**config.mk**
```make
export PLATFORM = sky130hd
export DESIGN_NAME = feedforward_torque_ramp_limiter_core
export DESIGN_NICKNAME = d
export VERILOG_FILES = /design/src/rtl/ffrl_pkg.sv /design/src/rtl/ffrl_cfg_regs.sv /design/src/rtl/ffrl_limit.sv /design/src/rtl/ffrl_scale.sv /design/src/rtl/feedforward_torque_ramp_limiter_core.sv
export SDC_FILE = /design/constraint.sdc
export NUM_CORES = 2
export LEC_CHECK = 0
export ABC_CLOCK_PERIOD_IN_PS = 7500
export BUFFER_PORTS_ARGS = -buffer_cell sky130_fd_sc_hd__buf_2
export CAP_MARGIN = 15
export CORE_MARGIN = 2
export CORE_UTILIZATION = 29
export DETAILED_ROUTE_END_ITERATION = 10
export RECOVER_POWER = 25
export SLEW_MARGIN = 20
export SYNTH_ARGS = -nofsm -noshare
export SYNTH_HDL_FRONTEND = slang
export SYNTH_SLANG_ARGS = --single-unit
```
**constraint.sdc**
```tcl
create_clock -name clk_i -period 7.5 [get_ports clk_i]
set_input_delay 1.875 -clock clk_i [delete_from_list [all_inputs] [get_ports clk_i]]
set_output_delay 1.875 -clock clk_i [all_outputs]
set_load 0.05 [all_outputs]
```
**src/rtl/ffrl_pkg.sv**
```systemverilog
// Shared types, constants and register codes for the feed-forward torque ramp limiter.
package ffrl_pkg;

  localparam int AxisFields = 6;
  localparam int AxisCount  = 6;
  localparam int AxisUsed   = (AxisCount < AxisFields) ? AxisCount : AxisFields;
  localparam int JointField = 15;
  localparam int JointCount = 15;
  localparam int JointUsed  = (JointCount < JointField) ? JointCount : JointField;

  localparam int TorqueW = 16;
  localparam int LimitW  = 15;
  localparam int RampW   = 16;
  localparam int SignsW  = 2 * AxisFields;
  localparam int CfgIdxW = 3;
  localparam int CfgDatW = 16;

  localparam int InDataW  = 128;
  localparam int OutDataW = 120;

  // Bit offsets inside the stream words
  localparam int InDrvLsb    = 1;
  localparam int InHomedLsb  = 7;
  localparam int InJointLsb  = 13;
  localparam int InTorqueLsb = 28;
  localparam int OutRampLsb  = 1;
  localparam int OutDrvLsb   = 17;

  localparam logic [RampW:0]  RampOne   = 17'd32768;
  localparam logic [RampW:0]  RoundHalf = 17'd16384;

  localparam logic [AxisFields-1:0][LimitW-1:0] LimitReset = {
    15'd384, 15'd384, 15'd512, 15'd1587, 15'd2432, 15'd1690
  };
  localparam logic [SignsW-1:0] SignsReset = 12'd3572;
  localparam logic [RampW-1:0]  StepReset  = 16'd164;

  typedef enum logic [CfgIdxW-1:0] {
    RegLimit0   = 3'd0,
    RegLimit1   = 3'd1,
    RegLimit2   = 3'd2,
    RegLimit3   = 3'd3,
    RegLimit4   = 3'd4,
    RegLimit5   = 3'd5,
    RegSigns    = 3'd6,
    RegRampStep = 3'd7
  } cfg_reg_e;

  typedef enum logic [1:0] {
    SignZero  = 2'd0,
    SignPlus  = 2'd1,
    SignMinus = 2'd3
  } sign_code_e;

  typedef struct packed {
    logic [AxisFields-1:0][LimitW-1:0] limit;
    logic [SignsW-1:0]                 signs;
    logic [RampW-1:0]                  ramp_step;
  } cfg_t;

  typedef struct packed {
    logic                               ff_enable;
    logic [AxisFields-1:0]              drives_on_mask;
    logic [AxisFields-1:0]              homed_mask;
    logic [JointField-1:0]              joint_moving_mask;
    logic [AxisFields-1:0][TorqueW-1:0] ff_torque;
  } in_item_t;

  typedef struct packed {
    logic                              active;
    logic [RampW-1:0]                  ramp;
    logic [AxisFields-1:0][LimitW-1:0] mag;
    logic [AxisFields-1:0]             neg;
    logic [AxisFields-1:0]             zero;
  } mid_t;

  typedef struct packed {
    logic                               ff_active;
    logic [RampW-1:0]                   ramp_level;
    logic [AxisFields-1:0][TorqueW-1:0] drive_torque;
  } out_item_t;

endpackage

```
**src/rtl/ffrl_cfg_regs.sv**
```systemverilog
// Configuration register file: torque limits, axis sign codes and ramp step.
module ffrl_cfg_regs import ffrl_pkg::*; (
  input  logic               clk_i,
  input  logic               rst_ni,
  input  logic               wr_i,
  input  logic [CfgIdxW-1:0] index_i,
  input  logic [CfgDatW-1:0] data_i,
  output cfg_t               cfg_o
);

  cfg_t cfg_q, cfg_d;

  always_comb begin
    cfg_d = cfg_q;
    if (wr_i) begin
      case (cfg_reg_e'(index_i))
        RegLimit0:   cfg_d.limit[0]   = data_i[LimitW-1:0];
        RegLimit1:   cfg_d.limit[1]   = data_i[LimitW-1:0];
        RegLimit2:   cfg_d.limit[2]   = data_i[LimitW-1:0];
        RegLimit3:   cfg_d.limit[3]   = data_i[LimitW-1:0];
        RegLimit4:   cfg_d.limit[4]   = data_i[LimitW-1:0];
        RegLimit5:   cfg_d.limit[5]   = data_i[LimitW-1:0];
        RegSigns:    cfg_d.signs      = data_i[SignsW-1:0];
        RegRampStep: cfg_d.ramp_step  = data_i[RampW-1:0];
        default:     cfg_d            = cfg_q;
      endcase
    end
  end

  always_ff @(posedge clk_i or negedge rst_ni) begin
    if (!rst_ni) begin
      cfg_q.limit     <= LimitReset;
      cfg_q.signs     <= SignsReset;
      cfg_q.ramp_step <= StepReset;
    end else begin
      cfg_q <= cfg_d;
    end
  end

  assign cfg_o = cfg_q;

endmodule

```
**src/rtl/ffrl_limit.sv**
```systemverilog
// Activation latch, ramp state, zero-hold and clamp per axis; registers the limited word.
module ffrl_limit import ffrl_pkg::*; (
  input  logic     clk_i,
  input  logic     rst_ni,
  input  logic     step_i,
  input  in_item_t item_i,
  input  cfg_t     cfg_i,
  output mid_t     mid_o
);

  logic                        motion_q, motion_d;
  logic [RampW-1:0]            ramp_q, ramp_d;
  logic [TorqueW-1:0]          held_q [AxisFields];
  logic [TorqueW-1:0]          held_d [AxisFields];
  mid_t                        mid_q, mid_d;

  logic                        ready;
  logic                        moving;
  logic                        gate;
  logic [RampW:0]              ramp_sum;
  logic signed [TorqueW:0]     tv    [AxisFields];
  logic signed [TorqueW:0]     lim   [AxisFields];
  logic signed [TorqueW:0]     clamp [AxisFields];
  logic signed [TorqueW:0]     absv  [AxisFields];
  logic [1:0]                  code  [AxisFields];

  always_comb begin
    ready    = (&item_i.drives_on_mask[AxisUsed-1:0]) & (&item_i.homed_mask[AxisUsed-1:0]);
    moving   = |item_i.joint_moving_mask[JointUsed-1:0];
    gate     = item_i.ff_enable & ready;
    motion_d = gate & (motion_q | moving);

    // sum kept one bit wider so it saturates instead of wrapping
    ramp_sum = {1'b0, ramp_q} + {1'b0, cfg_i.ramp_step};
    if (!motion_d) begin
      ramp_d = '0;
    end else if (ramp_sum > RampOne) begin
      ramp_d = RampOne[RampW-1:0];
    end else begin
      ramp_d = ramp_sum[RampW-1:0];
    end

    mid_d.active = motion_d;
    mid_d.ramp   = ramp_d;

    for (int i = 0; i < AxisFields; i++) begin
      tv[i] = {item_i.ff_torque[i][TorqueW-1], item_i.ff_torque[i]};
      // zero from the planner means "keep last torque" on all but the first axis
      if (i != 0 && held_q[i] != '0 && tv[i] == '0) begin
        tv[i] = {held_q[i][TorqueW-1], held_q[i]};
      end
      lim[i] = {2'b00, cfg_i.limit[i]};
      if (tv[i] > lim[i]) begin
        clamp[i] = lim[i];
      end else if (tv[i] < -lim[i]) begin
        clamp[i] = -lim[i];
      end else begin
        clamp[i] = tv[i];
      end
      absv[i]  = clamp[i][TorqueW] ? -clamp[i] : clamp[i];
      code[i]  = cfg_i.signs[2*i +: 2];

      mid_d.mag[i]  = absv[i][LimitW-1:0];
      mid_d.neg[i]  = clamp[i][TorqueW] ^ (code[i] == SignMinus);
      mid_d.zero[i] = !(motion_d && (i < AxisUsed) &&
                        (code[i] == SignPlus || code[i] == SignMinus));
      held_d[i] = (motion_d && (i < AxisUsed)) ? clamp[i][TorqueW-1:0] : '0;
    end
  end

  always_ff @(posedge clk_i or negedge rst_ni) begin
    if (!rst_ni) begin
      motion_q <= 1'b0;
      ramp_q   <= '0;
      for (int i = 0; i < AxisFields; i++) begin
        held_q[i] <= '0;
      end
    end else if (step_i) begin
      motion_q <= motion_d;
      ramp_q   <= ramp_d;
      for (int i = 0; i < AxisFields; i++) begin
        held_q[i] <= held_d[i];
      end
    end
  end

  always_ff @(posedge clk_i) begin
    if (step_i) begin
      mid_q <= mid_d;
    end
  end

  assign mid_o = mid_q;

endmodule

```
**src/rtl/ffrl_scale.sv**
```systemverilog
// Ramp scaling per axis: one multiply, round half away from zero, sign apply.
module ffrl_scale import ffrl_pkg::*; (
  input  logic      clk_i,
  input  logic      load_i,
  input  mid_t      mid_i,
  output out_item_t out_o
);

  out_item_t            out_q, out_d;
  logic [31:0]          prod [AxisFields];
  logic [TorqueW-1:0]   q    [AxisFields];

  always_comb begin
    out_d.ff_active  = mid_i.active;
    out_d.ramp_level = mid_i.ramp;
    for (int i = 0; i < AxisFields; i++) begin
      // magnitude is at most 32767, so the rounded quotient fits 15 bits
      prod[i] = 32'(mid_i.mag[i]) * 32'(mid_i.ramp) + 32'(RoundHalf);
      q[i]    = prod[i][30:15];
      if (mid_i.zero[i]) begin
        out_d.drive_torque[i] = '0;
      end else if (mid_i.neg[i]) begin
        out_d.drive_torque[i] = -q[i];
      end else begin
        out_d.drive_torque[i] = q[i];
      end
    end
  end

  always_ff @(posedge clk_i) begin
    if (load_i) begin
      out_q <= out_d;
    end
  end

  assign out_o = out_q;

endmodule

```
**src/rtl/feedforward_torque_ramp_limiter_core.sv**
```systemverilog
// A word accepted on the slave side passes the input register, the clamp stage and
// the scale stage in turn. Throughput: one word per cycle; every stage holds
// independently under backpressure. Ramp, motion latch and held torques update as a
// word enters the clamp stage, so the next word sees them without a bubble.
// Reset (rst_ni low, async): pipeline empty, ramp and held torques zero, registers
// back to their default limits, sign codes and ramp step.
module feedforward_torque_ramp_limiter_core import ffrl_pkg::*; (
  input  logic                clk_i,
  input  logic                rst_ni,
  // lsb up: ff_enable, drives_on_mask, homed_mask, joint_moving_mask,
  // ff_torque_0..ff_torque_5, zero pad
  input  logic [InDataW-1:0]  s_axis_tdata,
  input  logic                s_axis_tvalid,
  output logic                s_axis_tready,
  // lsb up: ff_active, ramp_level, drive_torque_0..drive_torque_5, zero pad
  output logic [OutDataW-1:0] m_axis_tdata,
  output logic                m_axis_tvalid,
  input  logic                m_axis_tready,
  input  logic                cfg_valid_i,
  output logic                cfg_ready_o,
  input  logic [CfgIdxW-1:0]  cfg_index_i,
  input  logic [CfgDatW-1:0]  cfg_data_i
);

  cfg_t      cfg;
  in_item_t  in_q, in_d;
  mid_t      mid;
  out_item_t out_w;

  logic v0_q, v0_d, v1_q, v1_d, v2_q, v2_d;
  logic rdy0, rdy1, rdy2;
  logic take, step, load;

  assign cfg_ready_o = 1'b1;

  ffrl_cfg_regs u_cfg (
    .clk_i   (clk_i),
    .rst_ni  (rst_ni),
    .wr_i    (cfg_valid_i),
    .index_i (cfg_index_i),
    .data_i  (cfg_data_i),
    .cfg_o   (cfg)
  );

  always_comb begin
    rdy2 = !v2_q | m_axis_tready;
    rdy1 = !v1_q | rdy2;
    rdy0 = !v0_q | rdy1;
    take = s_axis_tvalid & rdy0;
    step = v0_q & rdy1;
    load = v1_q & rdy2;
    v0_d = take | (v0_q & !rdy1);
    v1_d = step | (v1_q & !rdy2);
    v2_d = load | (v2_q & !m_axis_tready);
  end

  assign s_axis_tready = rdy0;

  always_comb begin
    in_d.ff_enable         = s_axis_tdata[0];
    in_d.drives_on_mask    = s_axis_tdata[InDrvLsb +: AxisFields];
    in_d.homed_mask        = s_axis_tdata[InHomedLsb +: AxisFields];
    in_d.joint_moving_mask = s_axis_tdata[InJointLsb +: JointField];
    for (int i = 0; i < AxisFields; i++) begin
      in_d.ff_torque[i] = s_axis_tdata[InTorqueLsb + TorqueW*i +: TorqueW];
    end
  end

  always_ff @(posedge clk_i or negedge rst_ni) begin
    if (!rst_ni) begin
      v0_q <= 1'b0;
      v1_q <= 1'b0;
      v2_q <= 1'b0;
    end else begin
      v0_q <= v0_d;
      v1_q <= v1_d;
      v2_q <= v2_d;
    end
  end

  always_ff @(posedge clk_i) begin
    if (take) begin
      in_q <= in_d;
    end
  end

  ffrl_limit u_limit (
    .clk_i  (clk_i),
    .rst_ni (rst_ni),
    .step_i (step),
    .item_i (in_q),
    .cfg_i  (cfg),
    .mid_o  (mid)
  );

  ffrl_scale u_scale (
    .clk_i  (clk_i),
    .load_i (load),
    .mid_i  (mid),
    .out_o  (out_w)
  );

  always_comb begin
    m_axis_tdata                          = '0;
    m_axis_tdata[0]                       = out_w.ff_active;
    m_axis_tdata[OutRampLsb +: RampW]     = out_w.ramp_level;
    for (int i = 0; i < AxisFields; i++) begin
      m_axis_tdata[OutDrvLsb + TorqueW*i +: TorqueW] = out_w.drive_torque[i];
    end
  end

  assign m_axis_tvalid = v2_q;

endmodule

```
==> report_table.html <==
<table>
<tr><th>Metric</th><th>Value</th></tr>
<tr><th colspan="2">Status</th></tr>
<tr><td>Violated checks</td><td>max-capacitance violations, max-slew violations</td></tr>
<tr><td>Result of the run</td><td>finished, violations left</td></tr>
<tr><th colspan="2">STA</th></tr>
<tr><td>Max-slew violation count</td><td>72</td></tr>
<tr><td>Final Setup Violations</td><td>0</td></tr>
<tr><td>Maximum clock skew at final layout</td><td>0.05868 ns</td></tr>
<tr><td>Setup ws final</td><td>0.2533 ns</td></tr>
<tr><td>Slew at the pin closest to its max-slew limit</td><td>4.334 ns</td></tr>
<tr><td>Min cycle time layout</td><td>7.247 ns</td></tr>
<tr><td>Slew headroom</td><td>-188.9%</td></tr>
<tr><td>Setup repair after global routing missed its margin</td><td>true</td></tr>
<tr><td>Final critical-path share of the clock period</td><td>96.62%</td></tr>
<tr><td>Fmax</td><td>138.0 MHz</td></tr>
<tr><td>Hold Vio Cnt, Final</td><td>0</td></tr>
<tr><th colspan="2">Layout</th></tr>
<tr><td>Share of cells above drive strength 1</td><td>9.922%</td></tr>
<tr><td>Layout overhead on the synthesized area</td><td>12.41%</td></tr>
<tr><td>Post-layout nets</td><td>11.02k</td></tr>
<tr><td>Finished Layout Cells</td><td>12.71k</td></tr>
<tr><td>Final core area utilization</td><td>32.71%</td></tr>
<tr><td>Total non-filler cell area in the finished layout</td><td>90200 µm²</td></tr>
<tr><td>Number of filler cells placed in the layout</td><td>28.73k</td></tr>
<tr><th colspan="2">Synth</th></tr>
<tr><td>Share of synthesized cell area in and, or, nand and nor gates</td><td>16.25%</td></tr>
<tr><td>Proportion of synthesized area in mux cells</td><td>1.662%</td></tr>
<tr><td>Dominant combinational cell family by area after synthesis</td><td>adder cells</td></tr>
<tr><td>Cells after synthesis</td><td>8670</td></tr>
<tr><td>Synthesized cell area</td><td>80250 µm²</td></tr>
<tr><td>Adder-cell share of the synthesized area</td><td>40.13%</td></tr>
<tr><td>Count of warnings emitted by yosys</td><td>0</td></tr>
<tr><td>Post-synthesis async set-or-reset flop share</td><td>37.98%</td></tr>
<tr><td>Unique cell type count in the Yosys netlist</td><td>104</td></tr>
<tr><td>Post-synth EDFFs</td><td>356</td></tr>
<tr><td>Top_reg_cell synth</td><td>edfxtp_1</td></tr>
<tr><td>Average footprint of a synthesized cell</td><td>9.256 µm²</td></tr>
<tr><td>Share of the synthesized area in compound gates (AO/OA/AOI/OAI)</td><td>9.594%</td></tr>
<tr><td>Register area share after synthesis</td><td>20.17%</td></tr>
<tr><td>XOR/XNOR share of the synthesized area</td><td>3.503%</td></tr>
<tr><td>FF+latch count, synth</td><td>574</td></tr>
<tr><th colspan="2">Placement</th></tr>
<tr><td>Post-DP HPWL</td><td>180.2 mm</td></tr>
<tr><td>Port buffer count</td><td>262</td></tr>
<tr><td>Place WS</td><td>0.01255 ns</td></tr>
<tr><td>Cells after DPL</td><td>12.56k</td></tr>
<tr><td>Placement-stage cell area</td><td>87490 µm²</td></tr>
<tr><td>GP Congestion</td><td>0.8939</td></tr>
<tr><th colspan="2">Clock network</th></tr>
<tr><td>Clock H-tree levels</td><td>3</td></tr>
<tr><td>Count of hold-fix buffers inserted at cts</td><td>0</td></tr>
<tr><td>Number of buffers created by CTS</td><td>71</td></tr>
<tr><td>Clock tree from TritonCTS</td><td>done</td></tr>
<tr><td>Root Buffer</td><td>clkbuf_16</td></tr>
<tr><td>Worst-skew pair later-pin latency</td><td>0.72 ns</td></tr>
<tr><td>Clock transition at the registers of the reported paths</td><td>0.06 ns</td></tr>
<tr><td>Total clock sinks</td><td>574</td></tr>
<tr><td>Number of buffers on the longest clock path</td><td>3</td></tr>
<tr><th colspan="2">Detailed routing</th></tr>
<tr><td>Detail-routed via count per cell</td><td>4.758</td></tr>
<tr><td>Routed wirelength normalized by instance count</td><td>17.85 µm</td></tr>
<tr><td>DR DRC count</td><td>0</td></tr>
<tr><td>Count of antenna-violating nets left after detailed routing</td><td>0</td></tr>
<tr><td>Starting DRT DRC Count</td><td>3746</td></tr>
<tr><td>Number of iterations in the first detailed-routing pass</td><td>5</td></tr>
<tr><td>Total detailed-routing wirelength</td><td>226.8 mm</td></tr>
<tr><td>Total via count in the routed design</td><td>60.46k</td></tr>
<tr><th colspan="2">Floorplanning</th></tr>
<tr><td>FP Rows</td><td>193</td></tr>
<tr><td>Area of the core</td><td>275800 µm²</td></tr>
<tr><td>Number of placed I/O pins</td><td>275</td></tr>
<tr><td>Vertical die dimension</td><td>530.0 µm</td></tr>
<tr><td>Initial core utilization</td><td>29.10%</td></tr>
<tr><td>Overall die area</td><td>280900 µm²</td></tr>
<tr><td>Overall die width</td><td>530.0 µm</td></tr>
<tr><th colspan="2">Worst setup path</th></tr>
<tr><td>Worst setup path endpoint</td><td>u_scale.out_o[60]</td></tr>
<tr><td>Most frequent CP cell</td><td>inv_1</td></tr>
<tr><td>Critical path startpoint category</td><td>flip-flop</td></tr>
<tr><td>Slowest cell on crit path</td><td>edfxtp_1</td></tr>
<tr><td>Req. time, crit path</td><td>7.94 ns</td></tr>
<tr><td>Slack of the worst reg-to-reg path</td><td>0.25 ns</td></tr>
<tr><td>Critical path depth in cells</td><td>28</td></tr>
<tr><td>End of the worst register-to-register path</td><td>u_scale.out_o[60]</td></tr>
<tr><td>CP peak stage delay</td><td>0.53 ns</td></tr>
<tr><td>Kind of cell with the highest combined delay on the critical path</td><td>adder cells</td></tr>
<tr><td>Kind of capture point of the worst setup path</td><td>flip-flop</td></tr>
<tr><td>Buf/Inv on CP</td><td>8</td></tr>
<tr><td>Startpoint-to-endpoint class of the critical path</td><td>flip-flop to flip-flop</td></tr>
<tr><td>Critical path data arrival time</td><td>7.69 ns</td></tr>
<tr><td>Largest driver fanout on the critical path</td><td>5</td></tr>
<tr><td>Startpoint of the worst register-to-register path</td><td>u_limit.mid_o[62]</td></tr>
<tr><td>Startpoint of the most critical setup path</td><td>u_limit.mid_o[62]</td></tr>
<tr><td>Worst Reg-to-Reg Cells</td><td>28</td></tr>
<tr><th colspan="2">GRT</th></tr>
<tr><td>Pin count of the biggest net entering global routing</td><td>148</td></tr>
<tr><td>First-pass GRT wire length</td><td>355.6 mm</td></tr>
<tr><td>Vias in the first global route</td><td>61.02k</td></tr>
<tr><td>Total congestion overflow after global routing</td><td>0</td></tr>
<tr><td>Initial antenna violation count</td><td>22</td></tr>
<tr><td>GR Util All Layers</td><td>16.11%</td></tr>
<tr><th colspan="2">Min path</th></tr>
<tr><td>Hold Path Class</td><td>flip-flop to flip-flop</td></tr>
<tr><th colspan="2">Job</th></tr>
<tr><td>Max-cap violation count</td><td>1</td></tr>
</table>
## cells in the mapped netlist (all sizes together) (20+ instances only)
library cell / instances / area, µm²
nor2: 353 / 1325
nor2b: 32 / 200.2
dfrtp: 187 / 4679
a211oi: 30 / 235.2
mux2: 74 / 833.3
dfstp: 31 / 814.5
and2: 606 / 3791
o22ai: 20 / 125.1
ha: 844 / 10560
a31oi: 49 / 312.8
o21a: 39 / 292.8
buf: 30 / 165.2
a21o: 152 / 1141
xnor2: 221 / 1936
nand2b: 43 / 269.0
or3: 31 / 198.9
nor3: 100 / 505.5
o31ai: 39 / 302.8
inv: 1435 / 5386
nand4: 63 / 394.1
nor4: 69 / 444.2
o211ai: 25 / 201.4
xor2: 100 / 875.8
clkbuf: 374 / 1404
nand2: 1203 / 4516
nand3: 93 / 465.5
and3: 38 / 237.7
o21ai: 316 / 1582
edfxtp: 356 / 10690
fa: 1081 / 21640
mux2i: 50 / 500.5
a21oi: 243 / 1220
## layout make-up
| cell class | instances | area [µm²] | share of cell area, % |
|---|---|---|---|
| clock buffer | 88 | 1903 | 2.110 |
| tap | 3705 | 4636 | 5.139 |
| timing repair buffer | 596 | 4175 | 4.629 |
| clock inverter | 44 | 526.8 | 0.5840 |
| antenna | 3 | 7.507 | 0.008323 |
| sequential | 574 | 16180 | 17.94 |
| multi-input combinational | 6260 | 57370 | 63.60 |
| inverter | 1438 | 5403 | 5.989 |
## through the flow
stage | TNS (ns) | hold slack, ns
2_1_floorplan | 0 | 0.4003
3_3_place_gp | 0 | 0.4553
3_5_place_dp | 0 | 0.4511
4_1_cts | 0 | 0.4655
5_1_grt | -0.01075 | 0.4731
6_report | 0 | 0.4577
## per-layer routing
metal / up-vias / global-route usage, % / routed length, µm
met5: - / 0 / 137
met4: 20 / 4.877 / 7254
met3: 277 / 2.572 / 13350
met2: 1534 / 25.52 / 101000
met1: 30040 / 22.47 / 105100
li1: 28590 / - / -
## worst min path at each step
stage                        from            endpoint  slack (ns)  cells after the start
2_1_floorplan  u_limit.mid_o[118]  u_scale.out_o[112]        0.40                      0
3_3_place_gp   u_limit.mid_o[118]  u_scale.out_o[112]        0.46                      0
3_5_place_dp   u_limit.mid_o[118]  u_scale.out_o[112]        0.45                      0
4_1_cts        u_limit.mid_o[118]  u_scale.out_o[112]        0.47                      0
5_1_grt        u_limit.mid_o[118]  u_scale.out_o[112]        0.47                      0
6_report       u_limit.mid_o[118]  u_scale.out_o[112]        0.46                      0
## sequential cells by signal, indices dropped and copies added, names as in the netlist
| signal | count |
|---|---|
| u_limit.ramp_q | 16 |
| m_axis_tvalid | 1 |
| v0_q | 1 |
| u_limit.motion_q | 1 |
| u_limit.held_q | 80 |
| u_limit.mid_o | 119 |
| u_scale.out_o | 113 |
| v1_q | 1 |
| u_cfg.cfg_o | 118 |
| in_q | 124 |
## repair_timing
item | CTS | global route
setup endpoints to repair | 0 | 38
gates resized for setup | 0 | 53
hold endpoints to repair | 0 | 0
setup buffers | 0 | 9
## worst reg2reg max path, delay by kind of cell, from the launching register on
family                     cells  cell delay (ns)
and+or+nand+nor                4             0.91
DFF                            1             0.53
buffers and inverters          8             0.62
adders and majority gates      8             3.38
AOI/OAI and AO/OA              6             1.27
xor gates and xnor gates       2             0.29
## cell families after synthesis
group                    after synthesis
XOR/XNOR                             321
multiplexers                         124
AO/OA/AOI/OAI                       1165
flip-flops                           574
adder cells (fa/ha/maj)             1925
buffers and inverters               1842
AND/OR/NAND/NOR                     2717
other                                  2
## placed cells by master (no fill, tap or decap), types with 31 or more instances in the layout
master,n
inv_1,1433
nand2_1,1201
fa_1,1081
ha_1,844
and2_1,603
edfxtp_1,356
nor2_1,350
o21ai_0,304
buf_4,294
buf_2,251
a21oi_1,239
xnor2_1,219
dfrtp_1,187
a21o_1,152
xor2_1,100
nor3_1,96
nand3_1,93
clkbuf_16,75
mux2_2,74
nand4_1,63
nor4_1,62
mux2i_1,50
a31oi_1,47
nand2b_1,43
o21a_1,39
and3_1,38
o31ai_1,34
nor2b_1,32
clkbuf_1,31
dfstp_2,31
Power is not shown: default switching activity piles up to over one toggle a cycle in this logic, so the estimate is an artifact.
